$ cat src/rtl/assert_macros.svh
// shared assertion macros, clocked by i_clk, idle during reset
`ifndef ASSERT_MACROS_SVH
`define ASSERT_MACROS_SVH

// same-cycle implication
`define FVC_ASSERT_NOW(lbl, ante, cons) \
    lbl: assert property (@(posedge i_clk) disable iff (!i_rst_n) (ante) |-> (cons)) \
        else $error("%m: check failed");

// next-cycle implication
`define FVC_ASSERT_NEXT(lbl, ante, cons) \
    lbl: assert property (@(posedge i_clk) disable iff (!i_rst_n) (ante) |=> (cons)) \
        else $error("%m: check failed");

`endif

$ cat src/rtl/fvc_pkg.sv
package fvc_pkg;

    localparam int MAX_TAPS_DEF    = 7;
    localparam int SAMPLE_BITS_DEF = 16;
    localparam int OUT_W           = 35;
    localparam int COEF_W          = 16;
    localparam int TAP_W           = 3;
    localparam int NUM_COEF        = 7;
    localparam int REG_W           = 32;
    localparam int PADDR_W         = 5;
    localparam int REG_IDX_W       = 3;

    localparam logic [COEF_W-1:0] COEF0_RESET = 16'd16384;
    localparam logic [TAP_W-1:0]  TAPS_RESET  = 3'd1;

    typedef enum logic [REG_IDX_W-1:0] {
        REG_TAP_COUNT = 3'd0,
        REG_COEF_0    = 3'd1,
        REG_COEF_1    = 3'd2,
        REG_COEF_2    = 3'd3,
        REG_COEF_3    = 3'd4,
        REG_COEF_4    = 3'd5,
        REG_COEF_5    = 3'd6,
        REG_COEF_6    = 3'd7
    } t_reg_idx;

    // effective tap count (already clamped) and the tap weights
    typedef struct packed {
        logic [TAP_W-1:0]                taps;
        logic [NUM_COEF-1:0][COEF_W-1:0] coef;
    } t_cfg;

endpackage

$ cat src/rtl/fvc_cell.sv
module fvc_cell
    import fvc_pkg::*;
#(
    parameter int SAMPLE_BITS = SAMPLE_BITS_DEF
) (
    input  logic                          i_clk,
    input  logic                          i_rst_n,
    input  logic                          i_en,
    input  logic signed [SAMPLE_BITS-1:0] i_sample,
    output logic signed [SAMPLE_BITS-1:0] o_sample
);

    logic signed [SAMPLE_BITS-1:0] r_sample;

    assign o_sample = r_sample;

    // window sample moves one cell further from the head on each accepted beat
    always_ff @(posedge i_clk) begin
        if (!i_rst_n) begin
            r_sample <= '0;
        end else if (i_en) begin
            r_sample <= i_sample;
        end
    end

endmodule

$ cat config.mk
export PLATFORM = sky130hd
export DESIGN_NAME = fvc_cell
export DESIGN_NICKNAME = d
export VERILOG_FILES = /design/src/rtl/assert_macros.svh /design/src/rtl/fvc_pkg.sv /design/src/rtl/fvc_cell.sv
export SDC_FILE = /design/constraint.sdc
export NUM_CORES = 1
export LEC_CHECK = 0
export BUFFER_PORTS_ARGS = -buffer_cell sky130_fd_sc_hd__buf_2
export CAP_MARGIN = 15
export CORE_MARGIN = 5
export CORE_UTILIZATION = 44
export CTS_CLUSTER_DIAMETER = 150
export DETAILED_ROUTE_END_ITERATION = 6
export GPL_TIMING_DRIVEN = 0
export PLACE_DENSITY = 0.8
export SETUP_SLACK_MARGIN = 0.05
export SYNTH_ARGS = -nofsm -noshare
export SYNTH_HDL_FRONTEND = slang
export SYNTH_SLANG_ARGS = --single-unit
$ cat constraint.sdc
create_clock -name i_clk -period 1.05 [get_ports i_clk]
set_input_delay 0.105 -clock i_clk [delete_from_list [all_inputs] [get_ports i_clk]]
set_output_delay 0.105 -clock i_clk [all_outputs]
set_load 0.03 [all_outputs]
== Word level (Yosys, flattened, before mapping) ==
Index checks and enable logic that the tools add are counted.

* Logic and storage cells: 1
* Output and inout port bits: 16
* Flip-flop bits (word level): 16
* Input bits: 19

== Longest topological paths before layout ==
* Depth after elaboration: 0
* Mapped depth: 4

== Worst setup path after synthesis ==
OpenSTA, ideal clock, no wires.

* Path type: reg2reg
* Start: register, netlist name o_sample[0]
* End: register r_sample[0] (netlist: o_sample[0])
* Stages on the path, launching flop included: 3
* Path buffers: 0
* Data required time: 0.985 ns
* Setup slack: 0.299 ns
* Data arrival time: 0.686 ns
* Path through: dfxtp_1 -> mux2i_1 -> nor2b_1

{| class="wikitable"
|+ RTL lines
! item !! line !! RTL
|-
| to (signal assigned) || fvc_cell.sv:22 || <nowiki>r_sample <= i_sample;</nowiki>
|-
| to (decl) || fvc_cell.sv:13 || <nowiki>logic signed [SAMPLE_BITS-1:0] r_sample;</nowiki>
|}

== Worst setup path after layout ==
* Start: register r_sample[1] (netlist: o_sample[1])
* End: output port o_sample[1]

{| class="wikitable"
|+ RTL lines
! item !! line !! RTL
|-
| to (decl) || fvc_cell.sv:10 || <nowiki>output logic signed [SAMPLE_BITS-1:0] o_sample</nowiki>
|}

No word-level cell between the ends.

==> flow_metrics.env <==
export IMPL_die_height_um=47.4
export IMPL_synth_top_cell_by_area="dfxtp_1"
export IMPL_startpoint="o_sample[1]$_SDFFE_PN0P_"
export IMPL_synth_top_family_by_area="multiplexers"
export IMPL_core_area_um2=1320
export IMPL_cp_slowest_cell="dfxtp_1"
export IMPL_synth_top_area_frac=0.520
export IMPL_post_place_cells=99
export IMPL_ctsHoldBuffers=0
export IMPL_slew_headroom=0.788
export IMPL_final_area_um2=836
export IMPL_syn_inst=51
export IMPL_cts_resized=0
export IMPL_grt_pass1_vias=509
export IMPL_via_per_inst=4.63
export IMPL_layout_nets=108
export IMPL_rows=13
export IMPL_synth_edf_count=0
export IMPL_r2r_start="o_sample[14]$_SDFFE_PN0P_"
export IMPL_synthAdderAreaFrac=0
export IMPL_clkLatencyLatePin_ns=0.28
export IMPL_wirelength_um=1250
export IMPL_max_stage_delay_ns=0.35
export IMPL_slew_violations=0
export IMPL_fin_crit_sh=0.901
export IMPL_globalplace_congestion=0.681
export IMPL_post_place_ws_ns=0.243
export IMPL_skew_ns=0
export IMPL_ys_seq_area_frac=0.520
export IMPL_muxShareOfSynthArea=0.260
export IMPL_yosysWarnings=0
export IMPL_synth_main_ff_cell="dfxtp_1"
export IMPL_path_clk_slew_ns=0.09
export IMPL_status="finished, final reports clean"
export IMPL_fin_ws_ns=0.104
export IMPL_tns_ns=0
export IMPL_ant_nets=0
export IMPL_cp_arrival_ns=0.84
export IMPL_drc_errors=0
export IMPL_cts_buffers=3
export IMPL_area_growth_syn_to_layout_pct=35.8
export IMPL_path_buf_inv=1
export IMPL_synth_xor_area_frac=0
export IMPL_rsz0062_at_grt="no"
export IMPL_dr_first_iter_drc_count=4
export IMPL_cts_tree="done"
export IMPL_crit_type="register to output pin"
export IMPL_synth_compound_area_frac=0
export IMPL_path_cells="buf_2"
export IMPL_cp_data_required_time_ns=0.94
export IMPL_p_per_area_nw_per_um2=1560
export IMPL_port_buffer_count=33
export IMPL_start_util=0.467
export IMPL_period_minus_slack_ns=0.946
export IMPL_synth_area_um2=616
export IMPL_synth_simple_area_share=0.163
export IMPL_max_cap_viol_count=0
export IMPL_drtPass1Iterations=2
export IMPL_finalSetupViolations=0
export IMPL_grtUsageTotal=0.131
export IMPL_antenna_cells=0
export IMPL_placed_area_um2=800
export IMPL_yosys_register_bits=16
export IMPL_clockRootBuffer="clkbuf_4"
export IMPL_vias=477
export IMPL_largest_reg_flops=16
export IMPL_hold_viol=0
export IMPL_antenna_found_initial=0
export IMPL_io_pins=35
export IMPL_tightest_slew_ns=0.318
export IMPL_synth_area_leaders="dfxtp_1 52%, mux2i_1 26%, nor2b_1 16%"
export IMPL_htreeDepth=1
export IMPL_hold_class="input port to register"
export IMPL_die_area_um2=2250
export IMPL_cp_max_fo=2
export IMPL_grt_pass1_wl_um=1980
export IMPL_fin_cells=103
export IMPL_clock_sinks=16
export IMPL_grt_overflow=0
export IMPL_synth_cell_types=6
export IMPL_synth_common_cells="16 x dfxtp_1, 16 x mux2i_1, 16 x nor2b_1"
export IMPL_place_hpwl_um=994
export IMPL_avgSynthCellArea_um2=12.1
export IMPL_wire_per_inst_um=12.1
export IMPL_grt_max_degree=11
export IMPL_vdd_drop_max_v=0.000931
export IMPL_power_leakage_uw=0.000440
export IMPL_synth_nets=70
export IMPL_fmaxAchievable_mhz=1060
export IMPL_synthArstFlopShare=0
export IMPL_hp_start="i_sample[5]"
export IMPL_clock_path_buffers=2
export IMPL_critical_path_top_delay_family="flip-flops"
export IMPL_drive_above_1_share=0.443
export IMPL_critPathLaunchType="register"
export IMPL_end_kind="output pin"
export IMPL_die_w_um=47.4
export IMPL_post_cts_buffers=0
==> routing by layer <==
| layer | vias to the layer above | track usage | part of all wire |
|---|---|---|---|
| met3 | 5 | 0.0345 | 0.074 |
| met5 | - | 0 | 0 |
| met1 | 213 | 0.124 | 0.38 |
| met2 | 17 | 0.243 | 0.52 |
| li1 | 242 | - | - |
| met4 | 0 | 0.0829 | 0.026 |
==> cell families after synthesis <==
kind of cell	after synthesis
buf+inv	3
flops	16
mux	16
simple gates	16
==> area by class of cell <==
| cell class | instances | area, um2 |
|---|---|---|
| Clock buffer | 4 | 36.3 |
| Fill cell | 111 | 482 |
| Timing Repair Buffer | 33 | 165 |
| Tap cell | 15 | 18.8 |
| Sequential cell | 16 | 320 |
| Buffer | 3 | 35.0 |
| Multi-Input combinational cell | 32 | 260 |
==> final timing paths <==
| kind | to | slack (ns) | depth (start not counted) |
|---|---|---|---|
| worst min register to register | o_sample[5]$_SDFFE_PN0P_ | 0.52 | 2 |
| worst max register to register | o_sample[14]$_SDFFE_PN0P_ | 0.43 | 2 |
| worst min-delay path | o_sample[5]$_SDFFE_PN0P_ | 0.07 | 3 |
| worst max-delay path | o_sample[1] | 0.10 | 1 |
==> layout by cell type, fill, tap and decap left out <==
cell type and count:
buf_12 1, buf_2 33, buf_6 1, clkbuf_1 1, clkbuf_4 3, clkbuf_8 1, dfxtp_1 16, mux2i_1 16
nor2b_1 16
==> where the power goes <==
part	leakage, uW	total (uW)	internal, uW	switching (uW)
registers	0.000132	658	643	15.6
logic	0.000286	238	102	136
clock network	0.0000210	406	211	195
==> through the flow <==
| stage | hold WS [ns] | utilization | total power, uW |
|---|---|---|---|
| after floorplan | 0.233 | - | 832 |
| after global placement | 0.360 | 0.607 | 908 |
| after detailed placement | 0.370 | 0.607 | 915 |
| after CTS | 0.0669 | 0.634 | 1320 |
| after global routing | 0.0826 | 0.634 | 1360 |
| final | 0.0692 | 0.634 | 1300 |
No activity file was read; power rests on OpenSTA's default activity.
