$ cat config.mk
export PLATFORM = sky130hd
export DESIGN_NAME = fvc_cfg
export DESIGN_NICKNAME = d
export VERILOG_FILES = /design/src/rtl/assert_macros.svh /design/src/rtl/fvc_pkg.sv /design/src/rtl/fvc_cfg.sv
export SDC_FILE = /design/constraint.sdc
export NUM_CORES = 1
export LEC_CHECK = 0
export ABC_AREA = 1
export BUFFER_PORTS_ARGS = -buffer_cell sky130_fd_sc_hd__buf_2
export CORE_ASPECT_RATIO = 0.75
export CORE_UTILIZATION = 57
export CTS_BUF_LIST = sky130_fd_sc_hd__clkbuf_8
export CTS_CLUSTER_SIZE = 16
export DETAILED_ROUTE_END_ITERATION = 16
export GPL_TIMING_DRIVEN = 0
export PLACE_DENSITY = 0.85
export SLEW_MARGIN = 30
export SYNTH_ARGS = -nofsm -noshare
export SYNTH_HDL_FRONTEND = slang
export SYNTH_SLANG_ARGS = --single-unit
export TNS_END_PERCENT = 1
$ cat constraint.sdc
create_clock -name i_clk -period 6.7 [get_ports i_clk]
set_input_delay 0.335 -clock i_clk [delete_from_list [all_inputs] [get_ports i_clk]]
set_output_delay 0.335 -clock i_clk [all_outputs]
set_load 0.03 [all_outputs]
$ cat src/rtl/assert_macros.svh
// shared assertion macros, clocked by i_clk, idle during reset
`ifndef ASSERT_MACROS_SVH
`define ASSERT_MACROS_SVH

// same-cycle implication
`define FVC_ASSERT_NOW(lbl, ante, cons) \
    lbl: assert property (@(posedge i_clk) disable iff (!i_rst_n) (ante) |-> (cons)) \
        else $error("%m: check failed");

// next-cycle implication
`define FVC_ASSERT_NEXT(lbl, ante, cons) \
    lbl: assert property (@(posedge i_clk) disable iff (!i_rst_n) (ante) |=> (cons)) \
        else $error("%m: check failed");

`endif

$ cat src/rtl/fvc_pkg.sv
package fvc_pkg;

    localparam int MAX_TAPS_DEF    = 7;
    localparam int SAMPLE_BITS_DEF = 16;
    localparam int OUT_W           = 35;
    localparam int COEF_W          = 16;
    localparam int TAP_W           = 3;
    localparam int NUM_COEF        = 7;
    localparam int REG_W           = 32;
    localparam int PADDR_W         = 5;
    localparam int REG_IDX_W       = 3;

    localparam logic [COEF_W-1:0] COEF0_RESET = 16'd16384;
    localparam logic [TAP_W-1:0]  TAPS_RESET  = 3'd1;

    typedef enum logic [REG_IDX_W-1:0] {
        REG_TAP_COUNT = 3'd0,
        REG_COEF_0    = 3'd1,
        REG_COEF_1    = 3'd2,
        REG_COEF_2    = 3'd3,
        REG_COEF_3    = 3'd4,
        REG_COEF_4    = 3'd5,
        REG_COEF_5    = 3'd6,
        REG_COEF_6    = 3'd7
    } t_reg_idx;

    // effective tap count (already clamped) and the tap weights
    typedef struct packed {
        logic [TAP_W-1:0]                taps;
        logic [NUM_COEF-1:0][COEF_W-1:0] coef;
    } t_cfg;

endpackage

$ cat src/rtl/fvc_cfg.sv
module fvc_cfg
    import fvc_pkg::*;
#(
    parameter int MAX_TAPS = MAX_TAPS_DEF
) (
    input  logic               i_clk,
    input  logic               i_rst_n,
    input  logic               psel,
    input  logic               penable,
    input  logic               pwrite,
    input  logic [PADDR_W-1:0] paddr,
    input  logic [REG_W-1:0]   pwdata,
    output logic [REG_W-1:0]   prdata,
    output logic               pready,
    output t_cfg               o_cfg
);

    logic [TAP_W-1:0]  r_tap_count;
    logic [COEF_W-1:0] r_coef [NUM_COEF];
    t_reg_idx          w_idx;
    logic              w_wr;

    assign pready = 1'b1;
    assign w_idx  = t_reg_idx'(paddr[PADDR_W-1:2]);
    assign w_wr   = psel & penable & pwrite;

    always_ff @(posedge i_clk) begin
        if (!i_rst_n) begin
            r_tap_count <= TAPS_RESET;
            for (int i = 0; i < NUM_COEF; i++) begin
                r_coef[i] <= (i == 0) ? COEF0_RESET : '0;
            end
        end else if (w_wr) begin
            unique case (w_idx)
                REG_TAP_COUNT: r_tap_count <= pwdata[TAP_W-1:0];
                default:       r_coef[REG_IDX_W'(w_idx - REG_COEF_0)] <= pwdata[COEF_W-1:0];
            endcase
        end
    end

    always_comb begin
        unique case (w_idx)
            REG_TAP_COUNT: prdata = REG_W'(r_tap_count);
            default:       prdata = REG_W'($signed(r_coef[REG_IDX_W'(w_idx - REG_COEF_0)]));
        endcase
    end

    // zero acts as one tap, above the chain length acts as the full chain
    always_comb begin
        if (r_tap_count == '0) begin
            o_cfg.taps = TAP_W'(1);
        end else if (32'(r_tap_count) > MAX_TAPS) begin
            o_cfg.taps = TAP_W'(MAX_TAPS);
        end else begin
            o_cfg.taps = r_tap_count;
        end
        for (int i = 0; i < NUM_COEF; i++) begin
            o_cfg.coef[i] = r_coef[i];
        end
    end

endmodule

# == After elaboration in Yosys (flattened, before gate mapping) ==
# Memories as Yosys holds them, arrays and structs flattened.
# Cells that the tools add are included.
# word_totals
regBits,3
ram_bits,112
out_inout_bits,148
memories,1
# mem_list
name,words,width,read_ports,rd_clocked_by_memory_dff,wr,line,source
r_coef,7,16,8,0,7,fvc_cfg.sv:19,logic [COEF_W-1:0] r_coef [NUM_COEF];
# classes
add_sub_neg,1
mux,10
bitwise_logic,2
reduce_logical,4
# ops
op,n
two-way mux 32 bit,1
two-way mux 16 bit,1
OR reduction 16 bit,1
zero test 3 bit,2
two-way mux 1 bit,6
two-way mux 3 bit,2
subtractor 3 x 1 -> 3 bit (second input constant),1
AND 1 bit,2
AND reduction 2 bit,1

# == Depth between registers and ports, before layout ==
# Gate-level depths: netlist of run 1.
# logic_depth
word_depth,7
ltp_mapped,11
ltp_nobuf,9

# == Least setup slack after synthesis of run 1 ==
# OpenSTA, ideal clock, no wires.
# synth_timing
path_type,in2reg
start,in paddr[2]
end,mem r_coef[7][0] (enable)
setup_time_ns,0.430
arrival_time_ns,3.074
t_required_ns,6.270
path_slack_ns,3.196
stages,6
path_cell_list,inv_1 -> clkbuf_1 -> ha_1 -> buf_2 -> buf_2 -> nor4_1
# synth_lines
element,line,source
"start, declared",fvc_cfg.sv:11,"input logic [PADDR_W-1:0] paddr,"
"end, declared",fvc_cfg.sv:19,

# == Worst setup path after layout of run 1 ==
# layout_timing
start,in paddr[2]
end,out prdata[21]
# layout_between
elab_chain_cells,3
elab_cells_between_ends,4
# layout_lines
element,line,source
subtractor 3 x 1 -> 3 bit,fvc_cfg.sv:44,default: prdata = REG_W'($signed(r_coef[REG_IDX_W'(w_idx - REG_COEF_0)]));
memory (7 x 16 bit),n/a,
two-way mux 32 bit (*),fvc_cfg.sv:42,unique case (w_idx)
"end, declared",fvc_cfg.sv:13,"output logic [REG_W-1:0] prdata,"
# Every way passes the cells marked *; elsewhere a longest branch is shown, timed or not.

==> metrics.md, run 1 <==
| Metric | Value |
|---|---|
| Maximum root-to-sink buffer count | 2 |
| Drt pass-1 iters | 8 |
| Dpl hpwl | 13.6 mm |
| IR drop worst, VDD | 0.140 mV |
| TritonCTS clock tree | built |
| Layout area overhead | 23.8% |
| CTS Hold Bufs | 0 |
| Crit-path max FO | 17 |
| Rows | 32 |
| Worst path required time | 6360 ps |
| Largest net degree at the start of global routing | 18 |
| # DRC | 0 |
| Sequential area share after synthesis | 0.607 |
| Post-CTS setup buffers | 0 |
| Die area | 11200 um2 |
| Status | completed |
| Syn Area/Cell | 9.26 um2 |
| CP Buf/Inv Count | 7 |
| # H-tree levels | 4 |
| WS Path Type | in2out |
| Clock Latency Late Sink | 440 ps |
| Via/cell ratio | 5.80 |
| Nets | 901 |
| Setup TNS | 0 ps |
| Worst Setup End Kind | output pin |
| RSZ-0062 raised after global routing | no |
| Core area | 10400 um2 |
| First-pass GRT wire length | 28.1 mm |
| Io pins | 190 |
| Worst-margin pin slew | 880 ps |
| Mapped Cells | 666 |
| CP arrival | 3770 ps |
| # port buffers | 169 |
| Fillers | 718 |
| Root Driver | clkbuf_8 |
| Initial Util | 0.593 |
| WL/cell | 19.2 um |
| Post-route ant nets | 0 |
| Cell Area, Synth | 6170 um2 |
| Worst Skew | 0 ps |
| Crit-path cells | buf_2, inv_1, clkbuf_1, ha_1, buf_2, clkbuf_1, o21ai_0, o21ai_0, nor2_1, nor2_2, buf_4, buf_2 |
| Vias in the first global route | 5309 |
| Startpoint types | input pin |
| Wirelength, routed | 19.3 mm |
| Fin area | 7640 um2 |
| Power per cell area | 273 nW/um2 |
| Worst-path clk slew | 80 ps |
| Initial antenna violation count | 1 |
| Max-cap violation count | 0 |
| F_max | 0.244 GHz |
| Yosys reg bits | 131 |
| Die height | 92.1 um |
| Unique masters post-synth | 26 |
| Num CTS Buffers | 17 |
| CP peak stage delay | 520 ps |
| Syn Nets | 710 |
| Crit path top cell by count | buf_2 |
| Total number of vias | 5836 |
| Die width | 122 um |
| PostCTS Resize Cnt | 0 |
| Layout cells sized above 1 | 0.299 |
| DR iter-0 viols | 920 |
| Period utilization | 0.612 |
| Max-slew violations | 0 |
| Crit path time final | 4100 ps |
| GP Congestion | 0.915 |
| Final setup fails | 0 |
| Gr usage total | 0.349 |
| Slowest cell on crit path | clkbuf_1 |
| GRT overflow | 0 |
| Final cell count without fillers | 1007 |
| Dpl cell area | 7220 um2 |
| Hold Fails Final Rpt | 0 |
| Syn. warnings | 0 |
| CTS sink count | 131 |
| Worst min path class | in2reg |
| Max-slew headroom | 0.412 |
| Top delay family on crit path | buffers and inverters |
| DP Cell Count | 974 |
| Leak | 3.27 nW |
state kept, by name (all words and copies together) (netlist names):
signal	flops
r_coef	128
r_tap_count	3
cells in the mapped netlist:
library cell | n | area share
dfxtp_1 | 19 | 0.062
buf_6 | 2 | 0.0037
o21bai_1 | 1 | 0.0012
nand2_2 | 3 | 0.0030
buf_2 | 15 | 0.012
ha_1 | 2 | 0.0041
nor2_2 | 10 | 0.010
conb_1 | 1 | 0.00061
nand3_4 | 1 | 0.0028
edfxtp_1 | 112 | 0.55
buf_4 | 17 | 0.021
inv_1 | 55 | 0.033
xnor2_2 | 1 | 0.0026
nor3_4 | 2 | 0.0053
nor2_1 | 212 | 0.13
inv_2 | 2 | 0.0012
clkbuf_1 | 19 | 0.012
nand2_1 | 64 | 0.039
o21ai_1 | 8 | 0.0065
nand3_1 | 5 | 0.0041
nand2_4 | 1 | 0.0018
a21oi_1 | 19 | 0.015
o21ai_0 | 71 | 0.058
buf_1 | 3 | 0.0018
nor4_1 | 1 | 0.0010
o211ai_1 | 20 | 0.024
power by group:
| group | internal (W) | switching, W |
|---|---|---|
| Sequential | 0.000923 | 0.0000241 |
| Clock | 0.000370 | 0.000336 |
| Combinational | 0.000119 | 0.000316 |
per-layer routing:
layer / global-route usage / share of wire / routed length [um]
met1: 0.447 / 0.36 / 6990
met2: 0.561 / 0.47 / 9000
met3: 0.0759 / 0.14 / 2620
met4: 0.173 / 0.036 / 701
met5: 0 / 0 / 0
worst min-delay path, stage by stage:
cell and delay (ps):
buf_2 80, inv_1 50, a21oi_1 110
cell type report:
class / count / area (um2) / share of cell area
multi-input cells: 422 / 1920 / 0.252
flip-flops and latches: 131 / 3740 / 0.490
inverters: 57 / 214 / 0.0280
clock inverters: 15 / 179 / 0.0234
well taps: 136 / 170 / 0.0223
repair buffers: 172 / 863 / 0.113
clock buffers: 17 / 234 / 0.0306
diodes: 1 / 2.50 / 0.000328
plain buffers: 56 / 308 / 0.0403
placed cells by master (no fill, tap or decap), types with 2 or more instances in the layout:
| master | Yosys | layout |
|---|---|---|
| nor2_1 | 212 | 211 |
| buf_2 | 15 | 186 |
| edfxtp_1 | 112 | 112 |
| o21ai_0 | 71 | 71 |
| nand2_1 | 64 | 64 |
| inv_1 | 55 | 55 |
| o211ai_1 | 20 | 20 |
| clkbuf_1 | 19 | 19 |
| dfxtp_1 | 19 | 19 |
| a21oi_1 | 19 | 18 |
| buf_4 | 17 | 18 |
| clkbuf_8 | 0 | 17 |
| nor2_2 | 10 | 11 |
| o21ai_1 | 8 | 8 |
| nand3_1 | 5 | 5 |
| inv_6 | 0 | 4 |
| buf_1 | 3 | 3 |
| nand2_2 | 3 | 3 |
| bufinv_16 | 0 | 3 |
| clkinvlp_4 | 0 | 3 |
| inv_2 | 2 | 2 |
| buf_6 | 2 | 2 |
| nor3_4 | 2 | 2 |
| ha_1 | 2 | 2 |
| clkinv_4 | 0 | 2 |
| clkinv_2 | 0 | 2 |
kinds of logic after synthesis:
| group | Yosys count | share of synthesized area |
|---|---|---|
| fa+ha+maj | 2 | 0.00406 |
| other cells | 1 | 0.000608 |
| buf+inv | 113 | 0.0846 |
| xor+xnor | 1 | 0.00264 |
| flops | 131 | 0.607 |
| compound gates | 119 | 0.105 |
| simple gates | 299 | 0.196 |
per-stage QoR:
step / worst slack, ps / util / power [W] / hold WS, ps
final: 2600 / 0.734 / 0.00209 / 168
after global routing: 2480 / 0.733 / 0.00214 / 183
after CTS: 2570 / 0.733 / 0.00208 / 160
after detailed placement: 2590 / 0.694 / 0.00139 / 493
after global placement: 1760 / 0.690 / 0.00138 / 492
after floorplan: 3200 / - / 0.00126 / 462
worst paths after layout:
kind	from	end	slack, ps	cells past startpoint
min reg2reg	r_tap_count[0]	r_tap_count[0]	520	2
min	pwdata[2]	r_tap_count[2]	170	3
max reg2reg	r_coef[6][14]	r_coef[6][14]	5900	4
max	paddr[2]	prdata[21]	2600	12
Power figures use the tool's default switching activity.
==> run 2, diff against run 1 <==
- CORE_UTILIZATION: 57 -> 53
- PLACE_DENSITY: 0.85 -> 0.79
- clock period: 6.7 -> 4.3 ns (I/O delays scaled with it)
==> metrics.md, run 2 (synthesis results as in run 1) <==
| Metric | Value |
|---|---|
| Status | completed |
| Area of the multi-input gates | 1920 um2 |
| Power per cell area | 423 nW/um2 |
| Biggest regs | r_coef x128, r_tap_count x3 |
| Max-slew violations | 0 |
| Worst path required time | 4090 ps |
| Period utilization | 0.912 |
| Die area | 12100 um2 |
| GRT overflow | 0 |
| Most frequent cells in the layout | 211 x nor2_1, 185 x buf_2, 112 x edfxtp_1, 71 x o21ai_0, 64 x nand2_1 |
| Drt pass-1 iters | 6 |
| F_max | 0.255 GHz |
| Inserted Diodes | 0 |
| Fillers | 879 |
| Power, Total | 0.00323 W |
| Sw power | 0.00104 W |
| Slowest cell on crit path | nor2_2 |
| Initial Util | 0.555 |
| Worst hold slack | 36.8 ps |
| Max-slew headroom | 0.427 |
| Flop2flop setup slack | 3560 ps |
| # DRC | 0 |
| Biggest register | r_coef |
| Top delay family on crit path | buffers and inverters |
| Dpl hpwl | 14.0 mm |
| Setup TNS | 0 ps |
| # port buffers | 169 |
| Crit-path cells | buf_2, inv_1, clkbuf_1, ha_1, buf_2, clkbuf_1, o21ai_0, o21ai_0, nor2_1, nor2_2, buf_4, buf_2 |
| Hold Fails Final Rpt | 0 |
| Layout area overhead | 23.7% |
| Die height | 95.4 um |
| Combinational power share | 0.210 |
| IR drop worst, VDD | 0.233 mV |
| Maximum root-to-sink buffer count | 2 |
| Util after Layout | 0.687 |
| Crit path top cell by count | buf_2 |
| CTS Hold Bufs | 0 |
| Sequential Area | 3740 um2 |
| Int Power | 0.00219 W |
| Via/cell ratio | 5.71 |
| CP peak stage delay | 540 ps |
| GP Congestion | 0.902 |
| Core area | 11100 um2 |
| TritonCTS clock tree | built |
| Dpl ws | 391 ps |
| Reg power frac | 0.458 |
| Leak | 3.26 nW |
| # H-tree levels | 4 |
| Worst Setup End Kind | output pin |
| Commonest non-fill, non-tap cell in the layout | nor2_1 |
| Clk network pwr share | 0.332 |
| CTS sink count | 131 |
| DR iter-0 viols | 844 |
| CP Buf/Inv Count | 7 |
| CP arrival | 3710 ps |
| Vias in the first global route | 5327 |
| Layout cells sized above 1 | 0.297 |
| Worst Skew | 0 ps |
| Clock Latency Late Sink | 450 ps |
| Post-route setup slack | 379 ps |
| Max reg flops | 128 |
| Gr usage total | 0.330 |
| Post-route ant nets | 0 |
| WS Path Type | in2out |
| Total number of vias | 5767 |
| Wirelength, routed | 19.1 mm |
| Crit path time final | 3920 ps |
| Worst min path class | in2reg |
| Worst-margin pin slew | 857 ps |
| Num CTS Buffers | 17 |
| Largest net degree at the start of global routing | 18 |
| Net Sw Frac | 0.321 |
| First-pass GRT wire length | 28.7 mm |
| Initial antenna violation count | 0 |
| RSZ-0062 raised after global routing | no |
| Nets | 901 |
| Rows | 33 |
| Worst-path clk slew | 70 ps |
| Startpoint types | input pin |
| PostCTS Resize Cnt | 0 |
| Root Driver | clkbuf_8 |
| Crit-path max FO | 17 |
| Post-CTS setup buffers | 0 |
| Max-cap violation count | 0 |
| Die width | 127 um |
| WL/cell | 18.9 um |
| Io pins | 190 |
| Final setup fails | 0 |
## run 2: cell types whose count changed in the layout (fill, tap and decap cells not counted)
cell      change
inv_6         -3
buf_4         +1
diode_2       -1
buf_2         -1
clkinv_2      +1
clkinv_1      +2
## run 2: worst min-delay path, stage by stage
cell     delay (ps)
buf_2            70
inv_1            60
a21oi_1         110
## run 2: power groups by stage
stage               combinational (W)  sequential (W)  clock (W)
global route                 0.000719         0.00148    0.00111
detailed placement           0.000670         0.00150          0
floorplan                    0.000342         0.00162          0
CTS                          0.000672         0.00147    0.00106
finish                       0.000679         0.00148    0.00107
global placement             0.000655         0.00150          0
## run 2: final timing paths
check / cells after the start / start / to
worst min register to register: 2 / r_tap_count[0] / r_tap_count[0]
worst max register to register: 4 / r_coef[6][0] / r_coef[6][0]
worst min-delay path: 3 / pwdata[1] / r_tap_count[1]
worst max-delay path: 12 / paddr[2] / prdata[20]
## run 2: layout make-up
class	count	share of cell area
Timing Repair Buffer	172	0.113
Clock inverter	15	0.0216
Multi-Input combinational cell	422	0.252
Tap cell	140	0.0230
Buffer	56	0.0403
Sequential cell	131	0.491
Clock buffer	17	0.0307
Inverter	57	0.0280
## run 2: routing by layer
layer	vias up	global-route usage	share of wire
li1	2553	-	-
met2	478	0.526	0.46
met5	-	0	0
met1	2670	0.443	0.39
met3	66	0.0634	0.12
met4	0	0.154	0.033
## run 2: through the flow
step                cell area [um2]  instances
finish                         7630       1010
global route                   7630       1010
CTS                            7630       1010
detailed placement             7230        978
global placement               7190        975
floorplan                      6170        666
