==> src/rtl/assert_macros.svh <==
// shared assertion macros, clocked by i_clk, idle during reset
`ifndef ASSERT_MACROS_SVH
`define ASSERT_MACROS_SVH

// same-cycle implication
`define FVC_ASSERT_NOW(lbl, ante, cons) \
    lbl: assert property (@(posedge i_clk) disable iff (!i_rst_n) (ante) |-> (cons)) \
        else $error("%m: check failed");

// next-cycle implication
`define FVC_ASSERT_NEXT(lbl, ante, cons) \
    lbl: assert property (@(posedge i_clk) disable iff (!i_rst_n) (ante) |=> (cons)) \
        else $error("%m: check failed");

`endif

==> src/rtl/fvc_pkg.sv <==
package fvc_pkg;

    localparam int MAX_TAPS_DEF    = 7;
    localparam int SAMPLE_BITS_DEF = 16;
    localparam int OUT_W           = 35;
    localparam int COEF_W          = 16;
    localparam int TAP_W           = 3;
    localparam int NUM_COEF        = 7;
    localparam int REG_W           = 32;
    localparam int PADDR_W         = 5;
    localparam int REG_IDX_W       = 3;

    localparam logic [COEF_W-1:0] COEF0_RESET = 16'd16384;
    localparam logic [TAP_W-1:0]  TAPS_RESET  = 3'd1;

    typedef enum logic [REG_IDX_W-1:0] {
        REG_TAP_COUNT = 3'd0,
        REG_COEF_0    = 3'd1,
        REG_COEF_1    = 3'd2,
        REG_COEF_2    = 3'd3,
        REG_COEF_3    = 3'd4,
        REG_COEF_4    = 3'd5,
        REG_COEF_5    = 3'd6,
        REG_COEF_6    = 3'd7
    } t_reg_idx;

    // effective tap count (already clamped) and the tap weights
    typedef struct packed {
        logic [TAP_W-1:0]                taps;
        logic [NUM_COEF-1:0][COEF_W-1:0] coef;
    } t_cfg;

endpackage

==> src/rtl/fvc_out_if.sv <==
interface fvc_out_if;
    logic               valid;
    logic               ready;
    logic signed [34:0] filtered;

    modport source (output valid, output filtered, input ready);
    modport sink   (input valid, input filtered, output ready);
endinterface

==> src/rtl/fvc_obuf.sv <==
`include "assert_macros.svh"

module fvc_obuf
    import fvc_pkg::*;
(
    input  logic                    i_clk,
    input  logic                    i_rst_n,
    input  logic                    i_push,
    input  logic signed [OUT_W-1:0] i_data,
    output logic                    o_room,
    fvc_out_if.source               o_out
);

    logic                    r_out_valid;
    logic                    n_out_valid;
    logic signed [OUT_W-1:0] r_out_data;
    logic signed [OUT_W-1:0] n_out_data;
    logic                    r_skid_valid;
    logic                    n_skid_valid;
    logic signed [OUT_W-1:0] r_skid_data;
    logic signed [OUT_W-1:0] n_skid_data;
    logic                    w_take;

    assign w_take         = r_out_valid & o_out.ready;
    assign o_room         = ~r_skid_valid;
    assign o_out.valid    = r_out_valid;
    assign o_out.filtered = r_out_data;

    always_comb begin
        n_out_valid  = r_out_valid;
        n_out_data   = r_out_data;
        n_skid_valid = r_skid_valid;
        n_skid_data  = r_skid_data;
        if (w_take) begin
            if (r_skid_valid) begin
                n_out_valid  = 1'b1;
                n_out_data   = r_skid_data;
                n_skid_valid = 1'b0;
            end else begin
                n_out_valid = 1'b0;
            end
        end
        if (i_push) begin
            if (!n_out_valid) begin
                n_out_valid = 1'b1;
                n_out_data  = i_data;
            end else begin
                n_skid_valid = 1'b1;
                n_skid_data  = i_data;
            end
        end
    end

    always_ff @(posedge i_clk) begin
        if (!i_rst_n) begin
            r_out_valid  <= 1'b0;
            r_skid_valid <= 1'b0;
        end else begin
            r_out_valid  <= n_out_valid;
            r_skid_valid <= n_skid_valid;
        end
    end

    always_ff @(posedge i_clk) begin
        r_out_data  <= n_out_data;
        r_skid_data <= n_skid_data;
    end

    `FVC_ASSERT_NOW(a_skid_behind_out, r_skid_valid, r_out_valid)
    `FVC_ASSERT_NOW(a_push_has_room, i_push, o_room)
    `FVC_ASSERT_NEXT(a_skid_refills_out, w_take && r_skid_valid, r_out_valid && !r_skid_valid)

endmodule

==> src/flat_wrapper.sv <==
// flat-port wrapper written by rule: the top's interface ports become plain ports
module fvc_obuf_flat import fvc_pkg::*;
  (i_clk, i_rst_n, i_push, i_data, o_room, o_out_valid, o_out_filtered, o_out_ready);
  fvc_out_if o_out_i ();
  input  logic i_clk;
  input  logic i_rst_n;
  input  logic i_push;
  input  logic signed [OUT_W-1:0] i_data;
  output logic o_room;
  output wire logic [$bits(o_out_i.valid)-1:0] o_out_valid;
  output wire logic [$bits(o_out_i.filtered)-1:0] o_out_filtered;
  input wire logic [$bits(o_out_i.ready)-1:0] o_out_ready;
  assign o_out_valid = o_out_i.valid;
  assign o_out_filtered = o_out_i.filtered;
  assign o_out_i.ready = o_out_ready;
  fvc_obuf u_core (.i_clk(i_clk), .i_rst_n(i_rst_n), .i_push(i_push), .i_data(i_data), .o_room(o_room), .o_out(o_out_i));
endmodule
==> config.mk <==
export PLATFORM = sky130hd
export DESIGN_NAME = fvc_obuf_flat
export DESIGN_NICKNAME = d
export VERILOG_FILES = /design/src/rtl/fvc_pkg.sv /design/src/rtl/fvc_out_if.sv /design/src/rtl/fvc_obuf.sv /design/src/flat_wrapper.sv
export VERILOG_INCLUDE_DIRS = /design/src /design/src/rtl
export SDC_FILE = /design/constraint.sdc
export NUM_CORES = 1
export LEC_CHECK = 0
export BUFFER_PORTS_ARGS = -buffer_cell sky130_fd_sc_hd__buf_2
export CAP_MARGIN = 20
export CORE_UTILIZATION = 55
export DETAILED_ROUTE_END_ITERATION = 10
export PLACE_DENSITY = 0.89
export SLEW_MARGIN = 30
export SYNTH_ARGS = -nofsm -noshare
export SYNTH_HDL_FRONTEND = slang
export SYNTH_SLANG_ARGS = --single-unit
==> constraint.sdc <==
create_clock -name i_clk -period 7.9 [get_ports i_clk]
set_clock_uncertainty 0.2 [all_clocks]
set_input_delay 1.185 -clock i_clk [delete_from_list [all_inputs] [get_ports i_clk]]
set_output_delay 1.185 -clock i_clk [all_outputs]
set_load 0.02 [all_outputs]
### Yosys cells after proc, flatten, opt, wreduce, memory -nomap -nowiden

Index checks and enable logic that the tools add are counted.

* reduce and logical (&&, ||, !) cells: 1
* bitwise operators: 2
* multiplexer cells: 10

Operator list (count)
* $mux 35: 4
* $mux 1: 6
* $reduce_and 2->1: 1
* $and 1x1->1: 1
* $not 1->1: 1

* register bits: 72
* input bits: 39
* word-level logic and storage cells: 17
* output and inout bits: 37

### Depth between registers and ports, before layout

Gate-level depths: netlist (run 1).

* depth in word-level cells: 4
* depth in mapped cells: 5
* mapped depth without buffers: 3

### Worst setup path after synthesis (run 1)

OpenSTA, ideal clock, no wires.

* path type: input to register
* from: in o_out_ready
* to: reg u_core.r_skid_data[0] (enable)
* required time: 7.261 ns
* setup slack: 4.045 ns
* arrival: 3.216 ns
* cell stages on the path: 3
* setup time: 0.439 ns
* path buffers: 2
* cells stage by stage: buf_6 -> buf_4 -> a21oi_1

* longest elaborated chain between the ends: 3

Ends and longest elaborated chain
* start, declared: RTL line flat_wrapper.sv:12 `input wire logic [$bits(o_out_i.ready)-1:0] o_out_ready;`
* $and 1x1->1: RTL line fvc_obuf.sv:24 `assign w_take = r_out_valid & o_out.ready;`
* $mux 1: RTL line fvc_obuf.sv:34 `if (w_take) begin`
* $reduce_and 2->1 (no source line)
* end signal, assigned: RTL line fvc_obuf.sv:66 `r_skid_data <= n_skid_data;`
* end, declared: RTL line fvc_obuf.sv:20 `logic signed [OUT_W-1:0] r_skid_data;`

No other way between the ends.
A chain may end at the register's enable or synchronous reset.

### Worst setup path in the final report (run 1)

* from: in o_out_ready
* to: reg u_core.r_out_data[34] (netlist: u_core.o_out.filtered[34])

* longest elaborated chain between the ends: 4
* elaborated cells on any way between the ends: 5
* those cells by class: mux (4); bitwise (1)

Ends and longest elaborated chain
* $and 1x1->1 *: RTL line fvc_obuf.sv:24
* $mux 35 or $mux 1 (tied branches): RTL line fvc_obuf.sv:34
* $mux 35: RTL line fvc_obuf.sv:44 `if (!n_out_valid) begin`
* $mux 35 *: RTL line fvc_obuf.sv:43 `if (i_push) begin`
* named net u_core.n_out_data[34]: RTL line fvc_obuf.sv:17 `logic signed [OUT_W-1:0] n_out_data;`
* end signal, assigned: RTL line fvc_obuf.sv:65 `r_out_data <= n_out_data;`
* end, declared: RTL line fvc_obuf.sv:16 `logic signed [OUT_W-1:0] r_out_data;`

Mark *: on every way through the listed nets, which the timed path passes. The rest lies on a longest branch.

==> results of run 1 <==
[critical path, delay by kind of cell]
kind,cells,cell delay [ns]
buffers and inverters,2,1.10
AO/OA/AOI/OAI,2,0.66
AND/OR/NAND/NOR,1,0.11
[per-stage QoR]
stage                     area, um^2  cells  power (mW)
after floorplan                 2990    243       0.566
after global placement          3350    372       0.611
after detailed placement        3390    374       0.621
after CTS                       3580    390       0.899
after global routing            3580    390       0.933
final                           3580    390       0.896
[Yosys cell counts]
| cell | number |
|---|---|
| clkbuf_1 | 1 |
| buf_2 | 6 |
| a21oi_1 | 4 |
| buf_6 | 4 |
| nand2_1 | 1 |
| nor2b_1 | 1 |
| nand2b_4 | 1 |
| edfxtp_1 | 35 |
| a21oi_4 | 1 |
| o21a_1 | 1 |
| nand2_2 | 1 |
| a221oi_2 | 30 |
| a221oi_1 | 5 |
| inv_1 | 37 |
| nor2_1 | 35 |
| buf_4 | 7 |
| dfxtp_1 | 37 |
| a21o_1 | 1 |
| o22ai_1 | 35 |
[power groups by stage]
stage          clock [mW]  combinational [mW]  sequential [mW]
3_3_place_gp            0               0.155            0.456
2_1_floorplan           0              0.0811            0.485
4_1_cts             0.285               0.165            0.450
3_5_place_dp            0               0.164            0.458
6_report            0.281               0.164            0.450
5_1_grt             0.303               0.176            0.454
[cells by family after synthesis]
| family | synth area share |
|---|---|
| buffers and inverters | 0.0904 |
| and+or+nand+nor | 0.0540 |
| DFF | 0.600 |
| AOI/OAI and AO/OA | 0.256 |
[layout make-up]
cell class | count | area (um^2)
Clock inverter | 4 | 45.0
Inverter | 37 | 139
Fill cell | 381 | 1590
Sequential cell | 72 | 1790
Multi-Input combinational cell | 116 | 938
Tap cell | 70 | 87.6
Timing Repair Buffer | 79 | 433
Clock buffer | 12 | 145
[path summary, 6_finish.rpt]
check / startpoint / end / cells after the start
setup reg to reg: u_core.o_out.valid / u_core.o_out.filtered[34] / 4
hold / removal: u_core.o_out.filtered[0] / u_core.o_out.filtered[0] / 2
hold reg to reg: u_core.o_out.filtered[0] / u_core.o_out.filtered[0] / 2
setup / recovery: o_out_ready / u_core.o_out.filtered[34] / 5
[flip-flops by register name, indices dropped and copies added (netlist names)]
name and flops:
u_core.o_out.valid 1, u_core.r_skid_data 35, u_core.r_skid_valid 1, u_core.o_out.filtered 35
[metal layers]
layer | part of all wire | vias up
li1 | - | 1053
met1 | 0.44 | 1081
met2 | 0.51 | 83
met3 | 0.050 | 7
met4 | 0.0069 | 0
met5 | 0 | -
[placed cells by master (no fill, tap or decap), drive strengths merged]
cell type  synthesis  final
buf               17     79
inv               37     37
bufinv             0      1
a21o               1      1
a21oi              5      5
nand2              2      2
edfxtp            35     35
nor2              35     35
nand2b             1      1
clkbuf             1     12
o22ai             35     35
clkinv             0      3
o21a               1      1
nor2b              1      1
dfxtp             37     37
a221oi            35     35
==> flow_metrics.env, run 1 <==
export IMPL_cts_resized=0
export IMPL_holdWs_ns=0.335
export IMPL_cts_reportedPaths_clkPinSlew_ns=0.07
export IMPL_worstMarginPinSlew_ns=0.835
export IMPL_core_mm2=0.00517
export IMPL_synth_net_count=282
export IMPL_required_ns=7.89
export IMPL_antenna_found_initial=0
export IMPL_place_gp_congestion=0.737
export IMPL_grt_setup_unrepaired="false"
export IMPL_hold_buffers=0
export IMPL_dr_pass1_iters=4
export IMPL_clock_latency_ns=0.33
export IMPL_ir_drop_mv=0.139
export IMPL_cts_max_level=3
export IMPL_drive_gt1_frac=0.403
export IMPL_synth_cells=243
export IMPL_power_density_mw_per_mm2=250
export IMPL_yosysWarningCount=0
export IMPL_synth_top_area_cell="edfxtp_1"
export IMPL_crit_type="primary input to register"
export IMPL_clkPwrFrac=0.314
export IMPL_fin_setup_tns_ns=0
export IMPL_area_growth_pct=19.8
export IMPL_switching_power_mw=0.254
export IMPL_hold_path_class="register to register"
export IMPL_slowest_delay_ns=0.62
export IMPL_timing_final_ws_setup_ns=4.81
export IMPL_cts_root_buf="clkbuf_8"
export IMPL_use_met2=0.409
export IMPL_die_height_um=75.7
export IMPL_drt_iter0_drc=184
export IMPL_cp_max_fo=39
export IMPL_cts_tree="yes"
export IMPL_postLayoutCoreUtil=0.692
export IMPL_final_max_slew_violation_count=0
export IMPL_port_buffers=75
export IMPL_endpoint_kind="register"
export IMPL_use_met1=0.312
export IMPL_totalWireLength_um=6680
export IMPL_start_kind="primary input"
export IMPL_timing_final_hold_violations=0
export IMPL_vias=2224
export IMPL_die_w_um=75.7
export IMPL_synth_top_area_share=0.352
export IMPL_dp_hpwl_um=4210
export IMPL_drv_cap=0
export IMPL_overflow=0
export IMPL_p_int_mw=0.641
export IMPL_ys_ff_latch=72
export IMPL_ant_nets=0
export IMPL_post_place_ws_ns=4.49
export IMPL_outcome="finished clean"
export IMPL_top_usage_layer="met2"
export IMPL_avgSynthCellArea_um2=12.3
export IMPL_cts_buffers=9
export IMPL_ys_seq_area_frac=0.600
export IMPL_avgViaCountPerCell=5.70
export IMPL_grt_pass1_wl_um=10200
export IMPL_fin_crit_ns=3.09
export IMPL_antenna_diode_count=0
export IMPL_grt_use_total=0.244
export IMPL_critPathArrivalTime_ns=3.08
export IMPL_start_util=0.578
export IMPL_r2r_slack_ns=5.54
export IMPL_cp_cell_sequence="buf_2, nand2b_4, a21oi_4, buf_4, a221oi_1"
export IMPL_setup_violations=0
export IMPL_layout_nets=354
export IMPL_pwr_share_comb=0.184
export IMPL_p_leak_nw=1.49
export IMPL_post_cts_setup_buffers=0
export IMPL_drc=0
export IMPL_ios=76
export IMPL_relSlewSlack=0.443
export IMPL_dieArea_mm2=0.00573
export IMPL_min_period_over_period=0.391
export IMPL_switching_share=0.284
export IMPL_syn_cell_area_mm2=0.00299
export IMPL_met3_usage=0.0529
export IMPL_grt_max_degree=40
export IMPL_grt_pass1_vias=2159
export IMPL_cp_slowest_cell="buf_2"
export IMPL_cts_sinks=72
export IMPL_share_seq_of_total_power=0.503
export IMPL_cts_buffer_depth=2
export IMPL_route_detailed_wl_per_inst_um=17.1
export IMPL_rows=26
export IMPL_synthTopCellsByArea="edfxtp_1 35%, dfxtp_1 25%, a221oi_2 15%, o22ai_1 7.3%, inv_1 4.6%"
export IMPL_max_freq_mhz=324
export IMPL_ys_types=19
Power figures use the tool's default switching activity.
==> run 2, diff against run 1 <==
- CORE_UTILIZATION: 55 -> 52
- PLACE_DENSITY: 0.89 -> 0.85
- clock period: 7.9 -> 3.25 ns (I/O delays scaled with it)
==> flow_metrics.env, run 2 (synthesis gave the netlist of run 1 again) <==
export IMPL_ir_drop_mv=0.345
export IMPL_max_freq_mhz=465
export IMPL_cp_max_fo=22
export IMPL_route_detailed_wl_per_inst_um=17.4
export IMPL_cts_sinks=72
export IMPL_relSlewSlack=0.505
export IMPL_layout_nets=356
export IMPL_dr_pass1_iters=7
export IMPL_layout_cells_non_filler=394
export IMPL_worstMarginPinSlew_ns=0.740
export IMPL_drv_cap=0
export IMPL_fin_setup_tns_ns=0
export IMPL_cts_max_level=3
export IMPL_fin_crit_ns=2.15
export IMPL_grt_setup_unrepaired="false"
export IMPL_hold_path_class="primary input to register"
export IMPL_r2r_cells=4
export IMPL_start_kind="register"
export IMPL_grt_pass1_wl_um=10800
export IMPL_post_place_ws_ns=1.05
export IMPL_cts_resized=0
export IMPL_clock_latency_ns=0.35
export IMPL_cts_tree="yes"
export IMPL_start_util=0.543
export IMPL_place_gp_congestion=0.748
export IMPL_hold_buffers=0
export IMPL_fill_cells=423
export IMPL_cts_root_buf="clkbuf_8"
export IMPL_drive_gt1_frac=0.401
export IMPL_cts_reportedPaths_clkPinSlew_ns=0.07
export IMPL_critPathArrivalTime_ns=2.19
export IMPL_final_max_slew_violation_count=0
export IMPL_rows=27
export IMPL_die_height_um=77.8
export IMPL_dieArea_mm2=0.00605
export IMPL_final_common_cell="buf_2"
export IMPL_grt_use_total=0.238
export IMPL_grt_pass1_vias=2206
export IMPL_core_mm2=0.00551
export IMPL_p_leak_nw=1.47
export IMPL_postLayoutCoreUtil=0.646
export IMPL_drt_iter0_drc=85
export IMPL_timing_final_ws_setup_ns=1.10
export IMPL_vias=2254
export IMPL_endpoint_kind="register"
export IMPL_die_w_um=77.8
export IMPL_ios=76
export IMPL_required_ns=3.29
export IMPL_cts_buffer_depth=2
export IMPL_totalWireLength_um=6870
export IMPL_setup_violations=0
export IMPL_overflow=0
export IMPL_grt_max_degree=36
export IMPL_final_cell_mix="75 x buf_2, 37 x inv_1, 36 x dfxtp_1"
export IMPL_power_density_mw_per_mm2=591
export IMPL_ant_nets=0
export IMPL_crit_type="register to register"
export IMPL_whs_path_depth=1
export IMPL_outcome="finished clean"
export IMPL_dp_cells=378
export IMPL_dp_hpwl_um=4330
export IMPL_antenna_diode_count=0
export IMPL_timing_final_hold_violations=0
export IMPL_avgViaCountPerCell=5.72
export IMPL_post_cts_setup_buffers=0
export IMPL_drc=0
export IMPL_cts_buffers=9
export IMPL_port_buffers=75
export IMPL_antenna_found_initial=0
export IMPL_min_period_over_period=0.662
export IMPL_area_growth_pct=19.1
==> run 2: cell types whose count changed in the layout (fill, tap and decap cells not counted) <==
cell        delta
buf_8          -1
buf_4          +3
a21o_1         +1
clkinvlp_4     +1
a21o_2         -1
buf_12         +1
clkbuf_1       +1
clkinv_2       -1
buf_16         -1
bufinv_16      -1
==> run 2: report_power, final <==
part / total (mW) / switching, mW / leakage (nW) / internal [mW]
clock network: 0.609 / 0.313 / 0.0834 / 0.296
registers: 1.09 / 0.0621 / 0.631 / 1.03
logic: 0.399 / 0.244 / 0.760 / 0.155
==> run 2: layout make-up <==
type,instances,area (um^2),area share
Sequential cell,72,1790,0.504
Multi-Input combinational cell,116,937,0.263
Timing Repair Buffer,81,433,0.122
Clock buffer,13,149,0.0418
Inverter,37,139,0.0390
Tap cell,72,90.1,0.0253
Clock inverter,3,17.5,0.00492
==> run 2: worst max-delay path: stages, from the launching register on <==
cell      delay (ns)
dfxtp_2         0.64
a21o_1          0.51
buf_4           0.36
nor2_1          0.08
a221oi_1        0.24
==> run 2: metrics by stage <==
stage	instance area (um^2)	hold slack, ns	total power [mW]
6_report	3560	0.126	2.10
5_1_grt	3560	0.113	2.19
4_1_cts	3560	0.118	2.11
3_5_place_dp	3390	0.314	1.51
3_3_place_gp	3390	0.304	1.49
2_1_floorplan	2990	0.379	1.38
==> run 2: layer usage <==
metal | GRT usage | wire length, um
met1 | 0.305 | 3100
met2 | 0.372 | 3220
met3 | 0.0624 | 412
met4 | 0.121 | 135
met5 | 0 | 0
==> run 2: worst paths after layout <==
path	startpoint	end	slack [ns]
setup / recovery	u_core.o_out.valid	u_core.o_out.filtered[34]	1.10
hold / removal	i_data[0]	u_core.r_skid_data[0]	0.13
setup reg to reg	u_core.o_out.valid	u_core.o_out.filtered[34]	1.10
hold reg to reg	u_core.o_out.filtered[28]	u_core.o_out.filtered[28]	0.34
==> run 3, diff against run 2 <==
- clock period: 3.25 -> 2.2 ns (I/O delays scaled with it)
==> flow_metrics.env, run 3 (synthesis gave the netlist of run 1 again) <==
export IMPL_cts_sinks=72
export IMPL_holdWs_ns=0.0145
export IMPL_layout_nets=395
export IMPL_start_kind="register"
export IMPL_relSlewSlack=0.727
export IMPL_outcome="finished clean"
export IMPL_dr_pass1_iters=4
export IMPL_route_detailed_wl_per_inst_um=16.4
export IMPL_min_period_over_period=0.917
export IMPL_power_density_mw_per_mm2=799
export IMPL_grt_pass1_vias=2338
export IMPL_dp_hpwl_um=4270
export IMPL_totalWireLength_um=7080
export IMPL_cts_max_level=3
export IMPL_core_mm2=0.00551
export IMPL_fin_crit_ns=2.02
export IMPL_fin_setup_tns_ns=0
export IMPL_r2r_slack_ns=0.50
export IMPL_setup_violations=0
export IMPL_hold_path_class="primary input to register"
export IMPL_drc=0
export IMPL_start_util=0.543
export IMPL_rows=27
export IMPL_cts_root_buf="clkbuf_8"
export IMPL_worstMarginPinSlew_ns=0.409
export IMPL_area_growth_pct=31.7
export IMPL_required_ns=1.67
export IMPL_ios=76
export IMPL_slowest_delay_ns=0.52
export IMPL_cp_slowest_cell="dfxtp_2"
export IMPL_wl_met2_um=3400
export IMPL_dieArea_mm2=0.00605
export IMPL_max_freq_mhz=496
export IMPL_avgViaCountPerCell=5.53
export IMPL_endpoint_kind="output pin"
export IMPL_ant_nets=0
export IMPL_cts_reportedPaths_clkPinSlew_ns=0.07
export IMPL_route_met3_wl_um=436
export IMPL_routed_top_layer="met4"
export IMPL_final_max_slew_violation_count=0
export IMPL_crit_buf_inv=2
export IMPL_overflow=0
export IMPL_grt_setup_unrepaired="false"
export IMPL_grt_pass1_wl_um=11300
export IMPL_critPathArrivalTime_ns=1.49
export IMPL_grt_use_total=0.248
export IMPL_drv_cap=0
export IMPL_final_common_cell="buf_2"
export IMPL_ir_drop_mv=0.497
export IMPL_place_gp_congestion=0.768
export IMPL_vias=2396
export IMPL_antenna_diode_count=0
export IMPL_final_cell_mix="75 x buf_2, 37 x inv_1, 36 x dfxtp_1"
export IMPL_die_w_um=77.8
export IMPL_crit_type="register to output pin"
export IMPL_antenna_found_initial=0
export IMPL_cp_max_fo=20
export IMPL_cp_cell_sequence="buf_4, buf_2"
export IMPL_wl_met1_um=3110
export IMPL_path_delay_family="buffers and inverters"
export IMPL_timing_final_hold_violations=0
export IMPL_port_buffers=75
export IMPL_cts_buffers=9
export IMPL_clock_latency_ns=0.34
export IMPL_drt_iter0_drc=141
export IMPL_drive_gt1_frac=0.371
export IMPL_grt_max_degree=37
export IMPL_die_height_um=77.8
export IMPL_p_leak_nw=1.64
export IMPL_cts_tree="yes"
export IMPL_cts_buffer_depth=2
export IMPL_cts_resized=0
-- run 3: worst register-to-register path, delay by kind of cell (launching register included) --
| kind | cells | cell delay (ns) |
|---|---|---|
| buf+inv | 1 | 0.22 |
| simple gates | 1 | 0.16 |
| compound gates | 1 | 0.30 |
| flops | 1 | 0.52 |
-- run 3: path summary, 6_finish.rpt --
path | end | from | depth (start not counted)
setup / recovery | o_out_valid | u_core.o_out.valid | 2
hold / removal | u_core.r_skid_valid | i_rst_n | 2
setup reg to reg | u_core.r_skid_data[11] | u_core.o_out.valid | 3
hold reg to reg | u_core.o_out.filtered[0] | u_core.o_out.filtered[0] | 2
-- run 3: repair_timing --
action | in CTS | in global routing
setup endpoints to repair | 0 | 0
hold buffers | 35 | 0
setup buffers | 0 | 0
hold endpoints to repair | 35 | 0
-- run 3: power by group --
part	switching [mW]	internal, mW
Sequential	0.0870	1.52
Combinational	0.375	0.275
Clock	0.483	0.403
Total	0.945	2.20
-- run 3: metal layers --
| metal | global-route usage | vias to the layer above |
|---|---|---|
| met2 | 0.396 | 98 |
| met4 | 0.111 | 0 |
| met1 | 0.318 | 1145 |
| met5 | 0 | - |
| li1 | - | 1141 |
| met3 | 0.0624 | 12 |
-- run 3: stage by stage --
step                      instances  utilization  power, mW  cell area (um^2)  setup WS, ns
after floorplan                 243            -       2.03              3000         0.123
after global placement          382        0.621       2.21              3420         0.544
after detailed placement        382        0.621       2.23              3420         0.504
after CTS                       433        0.715       3.15              3940         0.169
after global routing            433        0.715       3.28              3940         0.127
final                           433        0.715       3.15              3940         0.184
-- run 3: final cells by class --
type                       instances  area (um^2)
sequential                        72         1790
tap                               72         90.1
timing repair buffer             120          813
clock inverter                     6         36.3
multi-input combinational        116          937
inverter                          37          139
fill                             392         1570
clock buffer                      10          128
